File: src/hw/rtl/alr_pkg.sv
// Shared types and constants for the additive lagged random number generator.
`timescale 1ns / 1ps

package alr_pkg;

  localparam int unsigned WORD_W = 32;
  localparam int unsigned DIV_STEPS = 32;
  localparam int unsigned SHUFFLE_ROUNDS = 10;

  localparam logic [WORD_W-1:0] SEED_MULT = 32'd1103515245;
  localparam logic [WORD_W-1:0] SEED_ADD = 32'd12345;

  localparam logic ACT_DRAW = 1'b0;
  localparam logic ACT_RESEED = 1'b1;

  // Request and result payloads
  typedef struct packed {
    logic              action;
    logic [WORD_W-1:0] seed;
    logic [WORD_W-1:0] bound;
  } req_t;

  typedef struct packed {
    logic [WORD_W-1:0] scaled_value;
    logic [WORD_W-1:0] raw_value;
  } rsp_t;

  // Sequencer states
  typedef enum logic [2:0] {
    ST_IDLE,
    ST_FILL,
    ST_READ,
    ST_WRITE,
    ST_MOD
  } state_t;

endpackage

File: src/hw/rtl/alr_rem.sv
// Bit-serial restoring remainder unit, one dividend bit per cycle.
`timescale 1ns / 1ps

module alr_rem (
  input  logic                           clk,
  input  logic                           rst,
  input  logic                           start,
  input  logic [alr_pkg::WORD_W-1:0]     dividend,
  input  logic [alr_pkg::WORD_W-1:0]     divisor,
  output logic                           busy,
  output logic [alr_pkg::WORD_W-1:0]     remainder
);

  localparam int unsigned SW = $clog2(alr_pkg::DIV_STEPS);

  logic [alr_pkg::WORD_W-1:0] rem;
  logic [alr_pkg::WORD_W-1:0] dvd;
  logic [alr_pkg::WORD_W-1:0] dvs;
  logic [SW-1:0]              step;
  logic [alr_pkg::WORD_W:0]   shifted;
  logic [alr_pkg::WORD_W:0]   diff;
  logic [alr_pkg::WORD_W-1:0] rem_next;

  // One shift-and-subtract step
  always_comb begin
    shifted = {rem, dvd[alr_pkg::WORD_W-1]};
    diff = shifted - {1'b0, dvs};
    if (diff[alr_pkg::WORD_W]) begin
      rem_next = shifted[alr_pkg::WORD_W-1:0];
    end else begin
      rem_next = diff[alr_pkg::WORD_W-1:0];
    end
  end

  // Control: step counter and busy flag
  always_ff @(posedge clk) begin
    if (rst) begin
      busy <= 1'b0;
      step <= '0;
    end else if (start) begin
      busy <= 1'b1;
      step <= '0;
    end else if (busy) begin
      step <= step + SW'(1);
      if (step == SW'(alr_pkg::DIV_STEPS - 1)) begin
        busy <= 1'b0;
      end
    end
  end

  // Datapath
  always_ff @(posedge clk) begin
    if (start) begin
      rem <= '0;
      dvd <= dividend;
      dvs <= divisor;
    end else if (busy) begin
      rem <= rem_next;
      dvd <= {dvd[alr_pkg::WORD_W-2:0], 1'b0};
    end
  end

  assign remainder = rem;

endmodule

File: src/hw/rtl/additive_lagged_rng_top.sv
// Top level of the additive lagged random number generator.
`timescale 1ns / 1ps

// Additive lagged generator over a ring of RING_SIZE 32-bit words held in a
// two-read, one-write memory. One request is handled at a time; req_stall is
// high while a request is in progress. A draw reads the front and rear
// words, then adds and writes back the sum, then waits on the bit-serial
// remainder unit for the result. A reseed fills the ring word by word
// through the seed multiplier, then makes 10 * RING_SIZE discarded draws,
// each a read, then an add and write. A reseed gives no result. After reset
// the ring reads as all zero. The result register lets a new request be
// accepted while a result is still stalled; a draw waits at its end only if
// the previous result is still held.

module additive_lagged_rng_top #(
  parameter int unsigned RING_SIZE = 32
) (
  input  logic          clk,
  input  logic          rst,
  input  logic          req_valid,
  output logic          req_stall,
  input  alr_pkg::req_t req_data,
  output logic          rsp_valid,
  input  logic          rsp_stall,
  output alr_pkg::rsp_t rsp_data
);

  localparam int unsigned IW = (RING_SIZE > 2) ? $clog2(RING_SIZE) : 1;
  localparam int unsigned SHUF = alr_pkg::SHUFFLE_ROUNDS * RING_SIZE;
  localparam int unsigned CW = $clog2(SHUF + 1);
  localparam int unsigned WW = alr_pkg::WORD_W;

  alr_pkg::state_t state;
  alr_pkg::state_t state_next;

  logic [WW-1:0]        mem [RING_SIZE];
  logic [RING_SIZE-1:0] vld;
  logic [WW-1:0]        rd_front;
  logic [WW-1:0]        rd_rear;
  logic                 rd_front_vld;
  logic                 rd_rear_vld;

  logic [IW-1:0] front;
  logic [IW-1:0] rear;
  logic [IW-1:0] front_next;
  logic [IW-1:0] rear_next;
  logic [IW-1:0] idx;
  logic [CW-1:0] cnt;
  logic          shuffle;
  logic [WW-1:0] acc;
  logic [WW-1:0] acc_next;
  logic [WW-1:0] bound;
  logic [WW-1:0] raw;
  logic [WW-1:0] sum;

  logic          mem_we;
  logic [IW-1:0] mem_waddr;
  logic [WW-1:0] mem_wdata;
  logic          div_start;
  logic          div_busy;
  logic [WW-1:0] div_rem;
  logic          rsp_free;
  logic          accept;

  assign accept = req_valid && !req_stall;
  assign rsp_free = !rsp_valid || !rsp_stall;

  // Seed chain and draw adder
  assign acc_next = acc * alr_pkg::SEED_MULT + alr_pkg::SEED_ADD;
  assign sum = (rd_front_vld ? rd_front : '0) + (rd_rear_vld ? rd_rear : '0);

  // Index advance, rear stays one behind front
  assign front_next = (front == IW'(RING_SIZE - 1)) ? '0 : front + IW'(1);
  assign rear_next = (rear == IW'(RING_SIZE - 1)) ? '0 : rear + IW'(1);

  // Next state
  always_comb begin
    state_next = state;
    case (state)
      alr_pkg::ST_IDLE: begin
        if (req_valid) begin
          if (req_data.action == alr_pkg::ACT_RESEED) begin
            state_next = alr_pkg::ST_FILL;
          end else begin
            state_next = alr_pkg::ST_READ;
          end
        end
      end
      alr_pkg::ST_FILL: begin
        if (idx == IW'(RING_SIZE - 1)) begin
          state_next = alr_pkg::ST_READ;
        end
      end
      alr_pkg::ST_READ: begin
        state_next = alr_pkg::ST_WRITE;
      end
      alr_pkg::ST_WRITE: begin
        if (!shuffle) begin
          state_next = alr_pkg::ST_MOD;
        end else if (cnt == CW'(1)) begin
          state_next = alr_pkg::ST_IDLE;
        end else begin
          state_next = alr_pkg::ST_READ;
        end
      end
      alr_pkg::ST_MOD: begin
        if (!div_busy && rsp_free) begin
          state_next = alr_pkg::ST_IDLE;
        end
      end
      default: begin
        state_next = alr_pkg::ST_IDLE;
      end
    endcase
  end

  // Control outputs
  always_comb begin
    req_stall = 1'b1;
    mem_we = 1'b0;
    mem_waddr = front;
    mem_wdata = sum;
    div_start = 1'b0;
    case (state)
      alr_pkg::ST_IDLE: begin
        req_stall = 1'b0;
      end
      alr_pkg::ST_FILL: begin
        mem_we = 1'b1;
        mem_waddr = idx;
        mem_wdata = acc;
      end
      alr_pkg::ST_WRITE: begin
        mem_we = 1'b1;
        div_start = !shuffle;
      end
      default: begin
        req_stall = 1'b1;
      end
    endcase
  end

  // Ring memory: one write port, two registered read ports
  always_ff @(posedge clk) begin
    if (mem_we) begin
      mem[mem_waddr] <= mem_wdata;
    end
    rd_front <= mem[front];
    rd_rear <= mem[rear];
  end

  // Word valid bits: unwritten words read as zero
  always_ff @(posedge clk) begin
    if (rst) begin
      vld <= '0;
      rd_front_vld <= 1'b0;
      rd_rear_vld <= 1'b0;
    end else begin
      if (mem_we) begin
        vld[mem_waddr] <= 1'b1;
      end
      rd_front_vld <= vld[front];
      rd_rear_vld <= vld[rear];
    end
  end

  // Sequencer registers
  always_ff @(posedge clk) begin
    if (rst) begin
      state <= alr_pkg::ST_IDLE;
      front <= IW'(1);
      rear <= '0;
      shuffle <= 1'b0;
      cnt <= '0;
      idx <= '0;
    end else begin
      state <= state_next;
      case (state)
        alr_pkg::ST_IDLE: begin
          if (accept) begin
            idx <= '0;
            cnt <= CW'(SHUF);
            shuffle <= (req_data.action == alr_pkg::ACT_RESEED);
          end
        end
        alr_pkg::ST_FILL: begin
          idx <= idx + IW'(1);
          if (idx == IW'(RING_SIZE - 1)) begin
            front <= IW'(1);
            rear <= '0;
          end
        end
        alr_pkg::ST_WRITE: begin
          front <= front_next;
          rear <= rear_next;
          if (shuffle) begin
            cnt <= cnt - CW'(1);
          end
        end
        default: begin
          cnt <= cnt;
        end
      endcase
    end
  end

  // Payload registers
  always_ff @(posedge clk) begin
    if (accept) begin
      acc <= req_data.seed;
      bound <= req_data.bound;
    end else if (state == alr_pkg::ST_FILL) begin
      acc <= acc_next;
    end
    if (div_start) begin
      raw <= sum;
    end
  end

  // Result register
  always_ff @(posedge clk) begin
    if (rst) begin
      rsp_valid <= 1'b0;
    end else if (state == alr_pkg::ST_MOD && !div_busy && rsp_free) begin
      rsp_valid <= 1'b1;
    end else if (!rsp_stall) begin
      rsp_valid <= 1'b0;
    end
  end

  always_ff @(posedge clk) begin
    if (state == alr_pkg::ST_MOD && !div_busy && rsp_free) begin
      rsp_data.raw_value <= raw;
      rsp_data.scaled_value <= (bound <= WW'(1)) ? '0 : div_rem;
    end
  end

  alr_rem u_rem (
    .clk       (clk),
    .rst       (rst),
    .start     (div_start),
    .dividend  (sum),
    .divisor   (bound),
    .busy      (div_busy),
    .remainder (div_rem)
  );

`ifndef ASSERT_OFF
  // Rear index trails the front index by one word, cyclically
  a_rear_trails: assert property (@(posedge clk) disable iff (rst)
    front == ((rear == IW'(RING_SIZE - 1)) ? '0 : rear + IW'(1)))
    else $error("rear index not one behind front index");

  // The remainder unit is never restarted mid-operation
  a_div_idle_start: assert property (@(posedge clk) disable iff (rst)
    div_start |-> !div_busy)
    else $error("remainder unit started while busy");

  // A new result only comes out of the remainder wait
  a_rsp_source: assert property (@(posedge clk) disable iff (rst)
    $rose(rsp_valid) |-> $past(state) == alr_pkg::ST_MOD)
    else $error("result raised outside the remainder wait");

  // A draw for the caller never counts down the shuffle
  a_draw_no_count: assert property (@(posedge clk) disable iff (rst)
    (state == alr_pkg::ST_WRITE && !shuffle) |=> $stable(cnt))
    else $error("shuffle count changed on a caller draw");
`endif

endmodule

File: config.mk
export PLATFORM = sky130hd
export DESIGN_NAME = additive_lagged_rng_top
export DESIGN_NICKNAME = d
export VERILOG_FILES = /design/src/hw/rtl/alr_pkg.sv /design/src/hw/rtl/alr_rem.sv /design/src/hw/rtl/additive_lagged_rng_top.sv
export SDC_FILE = /design/constraint.sdc
export NUM_CORES = 2
export LEC_CHECK = 0
export BUFFER_PORTS_ARGS = -buffer_cell sky130_fd_sc_hd__buf_2
export CAP_MARGIN = 20
export CORE_MARGIN = 4
export CORE_UTILIZATION = 35
export DETAILED_ROUTE_END_ITERATION = 12
export PLACE_DENSITY = 0.54
export SYNTH_ARGS = -nofsm -noshare
export SYNTH_HDL_FRONTEND = slang
export SYNTH_SLANG_ARGS = --single-unit
File: constraint.sdc
create_clock -name clk -period 18.35 [get_ports clk]
set_input_delay 0.9175 -clock clk [delete_from_list [all_inputs] [get_ports clk]]
set_output_delay 0.9175 -clock clk [all_outputs]
set_load 0.01 [all_outputs]
## Yosys cells after proc, flatten, opt, wreduce, memory -nomap -nowiden

Memory sizes are Yosys's and may differ from the RTL's. A register that Yosys moved wholly into a read port is not among the register bits.
Index checks and enable logic that the tools add are counted.

- Bits in read-only memories: 0
- Bits in latches: 0
- RAM bits: 1024
- Logic and storage cells: 117
- Memories: 1
- Bits in registers: 325
- Input port bits: 69
- Output and inout port bits: 66

- Order comparisons: 5
- Add/subtract/negate cells: 8
- Shift-type cells: 0
- Divide/modulo/power cells: 0
- Eq/ne operators: 15
- $mul: 1
- Reduce and logical (&&, ||, !) cells: 23
- Bitwise gates (word level): 1
- Muxes and demuxes: 43

Memories:

| memory | depth | bits a word | rd ports | clocked after memory_dff | wr ports | line | text |
|---|---|---|---|---|---|---|---|
| mem | 32 | 32 | 2 | 2 | 1 | additive_lagged_rng_top.sv:36 | `logic [WW-1:0] mem [RING_SIZE];` |

Operator list:

| operator | number |
|---|---|
| 2-to-1 mux 32 bit | 8 |
| subtractor 33 x 32 -> 33 bit | 1 |
| adder 32 x 14 -> 32 bit, second input constant | 1 |
| adder 32 bit | 1 |
| <= comparator 32 x 1 -> 1 bit, second input constant | 1 |
| multiplier 32 x 31 -> 32 bit, second input constant | 1 |
| bitwise OR 32 bit | 1 |
| 2-to-1 mux 5 bit | 6 |
| case mux 5 bit (2 select lines) | 3 |
| adder 5 x 1 -> 5 bit, second input constant | 4 |
| equality test 5 bit, second input constant | 4 |
| less-than comparator 5 x 6 -> 1 bit, second input constant | 3 |
| 2-to-1 mux 9 bit | 2 |
| case mux 9 bit (2 select lines) | 1 |
| case mux 3 bit (5 select lines) | 1 |
| 2-to-1 mux 1 bit | 13 |
| 2-to-1 mux 3 bit | 4 |
| binary-select mux 1 bit (select 5 bit) | 2 |
| != test 2 bit, second input constant | 5 |
| nonzero test 2 bit | 5 |
| equality test 9 x 1 -> 1 bit, second input constant | 1 |
| subtractor 9 x 1 -> 9 bit, second input constant | 1 |
| equality test 3 x 2 -> 1 bit, second input constant | 2 |
| AND reduction 2 bit | 3 |
| 12 further kinds | 22 |

## Longest topological paths before layout

- Word-level depth: 7
- Gate-level depth with buffers: 27

## Hierarchy

From an unflattened synthesis, not the netlist that was laid out.

- Cells, all modules: 4554
- Area total of the unflattened synthesis: 73832.1 µm²

By module, submodules not included:

| module | area an instance (µm²) | times used | sequential area each (µm²) | cells each |
|---|---|---|---|---|
| additive_lagged_rng_top | 67948.9 | 1 | 38096.5 | 3962 |
| alr_rem | 5883.1 | 1 | 2682.6 | 592 |

## Worst setup path before layout

No wires, ideal clock.

- Kind: register -> register
- Start point: register acc[7]
- End point: register acc[30] (data pin)
- Setup time: 268 ps
- Setup slack: 11850 ps
- Clock period less this slack: 6500 ps
- Arrival time: 6232 ps
- Cell stages (with the launch flop): 23
- Required time: 18082 ps
- Path buffers: 0
- Path through: edfxtp_1 ha_1 fa_1 inv_1 fa_1 fa_1 inv_1 ha_1 inv_1 fa_1 inv_1 fa_1 fa_1 ha_1 a211o_1 a21oi_1 a211oi_1 o31ai_1 a31oi_1 and2_1 a211oi_1 xor2_1 o21ai_0

- Word-level cells in the longest chain between the ends: 4

Ends and longest elaborated chain:

| item | line | text |
|---|---|---|
| start: declaration | additive_lagged_rng_top.sv:50 | `logic [WW-1:0] acc;` |
| start signal: assignment | additive_lagged_rng_top.sv:210 | `acc <= req_data.seed;` |
| start signal: assignment | additive_lagged_rng_top.sv:213 | `acc <= acc_next;` |
| multiplier 32 x 31 -> 32 bit | additive_lagged_rng_top.sv:69 | `assign acc_next = acc * alr_pkg::SEED_MULT + alr_pkg::SEED_ADD;` |
| adder 32 x 14 -> 32 bit | additive_lagged_rng_top.sv:69 |  |
| 2-to-1 mux 32 bit | additive_lagged_rng_top.sv:212 | `end else if (state == alr_pkg::ST_FILL) begin` |
| 2-to-1 mux 32 bit | additive_lagged_rng_top.sv:209 | `if (accept) begin` |

Every way passes these cells. The select of a mux whose other input is x is not followed.
A chain may end at the register's enable or synchronous reset.

## Worst setup path in the final report

- Start point: register acc[0]
- End point: register acc[30] (data pin)

Same word-level chain as after synthesis.

==> impl_results.md <==
- Maxcap violations: 0
- Clock transition at path regs: 60 ps
- Gr usage total: 0.198
- Worst slew pin tran: 1140 ps
- Via Count: 41900
- Vias in the first global route: 43200
- Max Slew Vio Count: 0
- Syn avg cell area: 16.2 sq um
- Height of the chip: 466 um
- Num CTS Buffers: 153
- Element type at the critical path start: flop
- CTS Hold Bufs: 0
- Post-Layout Cell Count: 7612
- Placed cells: 7322
- Num ports: 135
- Fin crit share: 0.404
- Synth area leader: edfxtp_1
- Crit-path max FO: 11
- Clock Latency Late Sink: 820 ps
- Period minus WS final: 7420 ps
- Post-synth EDFFs: 1248
- Top-count cell post-synth: edfxtp_1
- Starting Density: 0.353
- Layout fillers: 18900
- Gate Count Post-Synth: 4531
- Final setup viols: 0
- Synthesized Nets: 5069
- Worst EP arrival: 7930 ps
- Antenna violations before repair: 4
- Tightest Hold Check Type: primary input to flop
- Synth cell types: 79
- Synth Cell Area: 0.0734 sq mm
- First-pass iteration count of the detailed router: 5
- TritonCTS sink count: 1413
- CORE AREA: 0.208 sq mm
- Die Wd: 466 um
- FP Rows: 167
- CP endpoint kind: flop
- Worst Path Required: 18870 ps
- Fmax: 135 MHz
- Final net count: 5232
- CTS Root Cell: clkbuf_16
- Relative slew slack: 0.238
- Average wire per standard cell: 28.4 um
- CTS tree: done
- First DRT Iteration DRCs: 4432
- Drt total wl: 216 mm
- Prevailing post-synth register cell: edfxtp_1
- Multi-input gate area: 0.0304 sq mm
- Gpl congestion: 0.895
- FF+latch area: 0.0408 sq mm
- Pre-CTS setup slack: 10850 ps
- RSZ-0062 raised after global routing: false
- Share of cells above drive strength 1: 0.268
- Detailed Place HPWL: 132 mm
- Post-CTS Setup Inserts: 0
- Sequential fraction of the synthesis area: 0.555
- Skew final: 39.8 ps
- Post-CTS sizing: 0
- Final setup TNS: 0 ps
- Area contributors post-synth: edfxtp_1 51%, mux4_2 20%, fa_1 5.2%
- Final hold vios: 0
- Number of buffers on the longest clock path: 3
- Port Buffers: 134
- Routed Antenna Nets: 0
- Largest net degree at the start of global routing: 152
- Synth warn: 0
- DRC: 0
- Vias per inst: 5.50
- First-pass GRT wire length: 312 mm
- Overflow after GRT: 0
- H-tree Lvls: 4
- Run status: finished, final reports clean
- Synth top area share: 0.510
- Area Overhead vs Synth: 13.2%
- Flops & latches, synth: 1413
- Commonest cells in the netlist: 1248 x edfxtp_1, 660 x mux4_2, 474 x inv_1
- CP Class: flop to flop
- Worst Setup Slack, final: 10930 ps
- Asr flop ratio synth: 0
- Die Footprint: 0.217 sq mm
## worst max-delay path, cell delays in order, from the launching register on
cell      delay (ps)
edfxtp_1         720
inv_1            230
ha_1             400
inv_1            230
ha_1             200
inv_1             50
fa_1             400
fa_1             530
inv_1             40
ha_1             270
inv_1             50
fa_1             530
inv_1             50
fa_1             490
fa_1             410
ha_1             350
a211o_1          310
a21oi_1          170
a211oi_1         140
o31ai_1          580
a31oi_1          230
and2_1           230
a211oi_1         280
xor2_1           160
o21ai_0           80
## layout make-up
| class | instances | share of cell area |
|---|---|---|
| Antenna cell | 2 | 0.0000602 |
| Clock buffer | 216 | 0.0512 |
| Clock inverter | 67 | 0.00987 |
| Inverter | 474 | 0.0214 |
| Multi-Input combinational cell | 2416 | 0.365 |
| Sequential cell | 1413 | 0.491 |
| Tap cell | 2788 | 0.0419 |
| Timing Repair Buffer | 236 | 0.0194 |
## registers in the layout, indices dropped and copies added (netlist names), 5 cells and up
signal	cells
u_rem.dvs	32
bound	32
rear	5
u_rem.dvd	32
mem	1024
rd_front	32
acc	32
cnt	9
u_rem.remainder	32
front	5
rd_rear	32
u_rem.step	5
vld	32
raw	32
rsp_data	64
idx	5
## kinds of logic (layout without fill, tap and decap cells)
kind of cell / count (synthesis) / after routing / synth area share
compound gates: 418 / 418 / 0.0349
xor+xnor: 123 / 123 / 0.0147
fa+ha+maj: 469 / 469 / 0.0993
buf+inv: 702 / 993 / 0.0365
flops: 1413 / 1413 / 0.555
mux: 761 / 761 / 0.217
other cells: 0 / 2 / 0
simple gates: 645 / 645 / 0.0421
## final timing paths
kind                startpoint      endpoint  slack (ps)  cells after the start
hold reg to reg        raw[27]  rsp_data[27]         420                      0
setup / recovery        acc[0]       acc[30]       10930                     24
setup reg to reg        acc[0]       acc[30]       10930                     24
hold / removal    req_data[26]     bound[26]         290                      1
## metrics by stage
stage / hold WS [ps] / cell area, sq um / utilization
floorplan: 400 / 73400 / -
global route: 238 / 83200 / 0.400
detailed placement: 405 / 78000 / 0.375
finish: 294 / 83200 / 0.400
global placement: 401 / 77900 / 0.375
CTS: 204 / 83100 / 0.400
## cell usage in the layout (no fill, tap or decap), types with 15 or more instances in the layout
master        n
a21o_1       35
a21oi_1     128
and2_1       68
buf_2       134
buf_4        86
clkbuf_1     46
clkbuf_16   155
clkbuf_8     15
clkinv_1     18
clkinv_2     17
dfxtp_1     152
edfxtp_1   1248
fa_1        190
ha_1        279
inv_1       472
mux2_2       70
mux2i_1      31
mux4_2      660
nand2_1     182
nand2b_1     22
nand3_1      27
nor2_1      154
nor2_4       32
nor2b_1      36
nor3_1       40
o21a_1       19
o21ai_0      99
o21ai_2      28
xnor2_1      78
xor2_1       45
## routing by layer
layer	routed length (um)	up-vias	global-route usage	part of all wire
met5	0	-	0	0
met4	6860	0	0.0620	0.032
met3	14200	299	0.0309	0.066
met2	103000	1500	0.321	0.48
met1	92200	22300	0.276	0.43
li1	-	17800	-	-
Power is left out: the tool's default activity adds up to more than one toggle a clock period on the data nets, which glitch-free logic cannot reach.
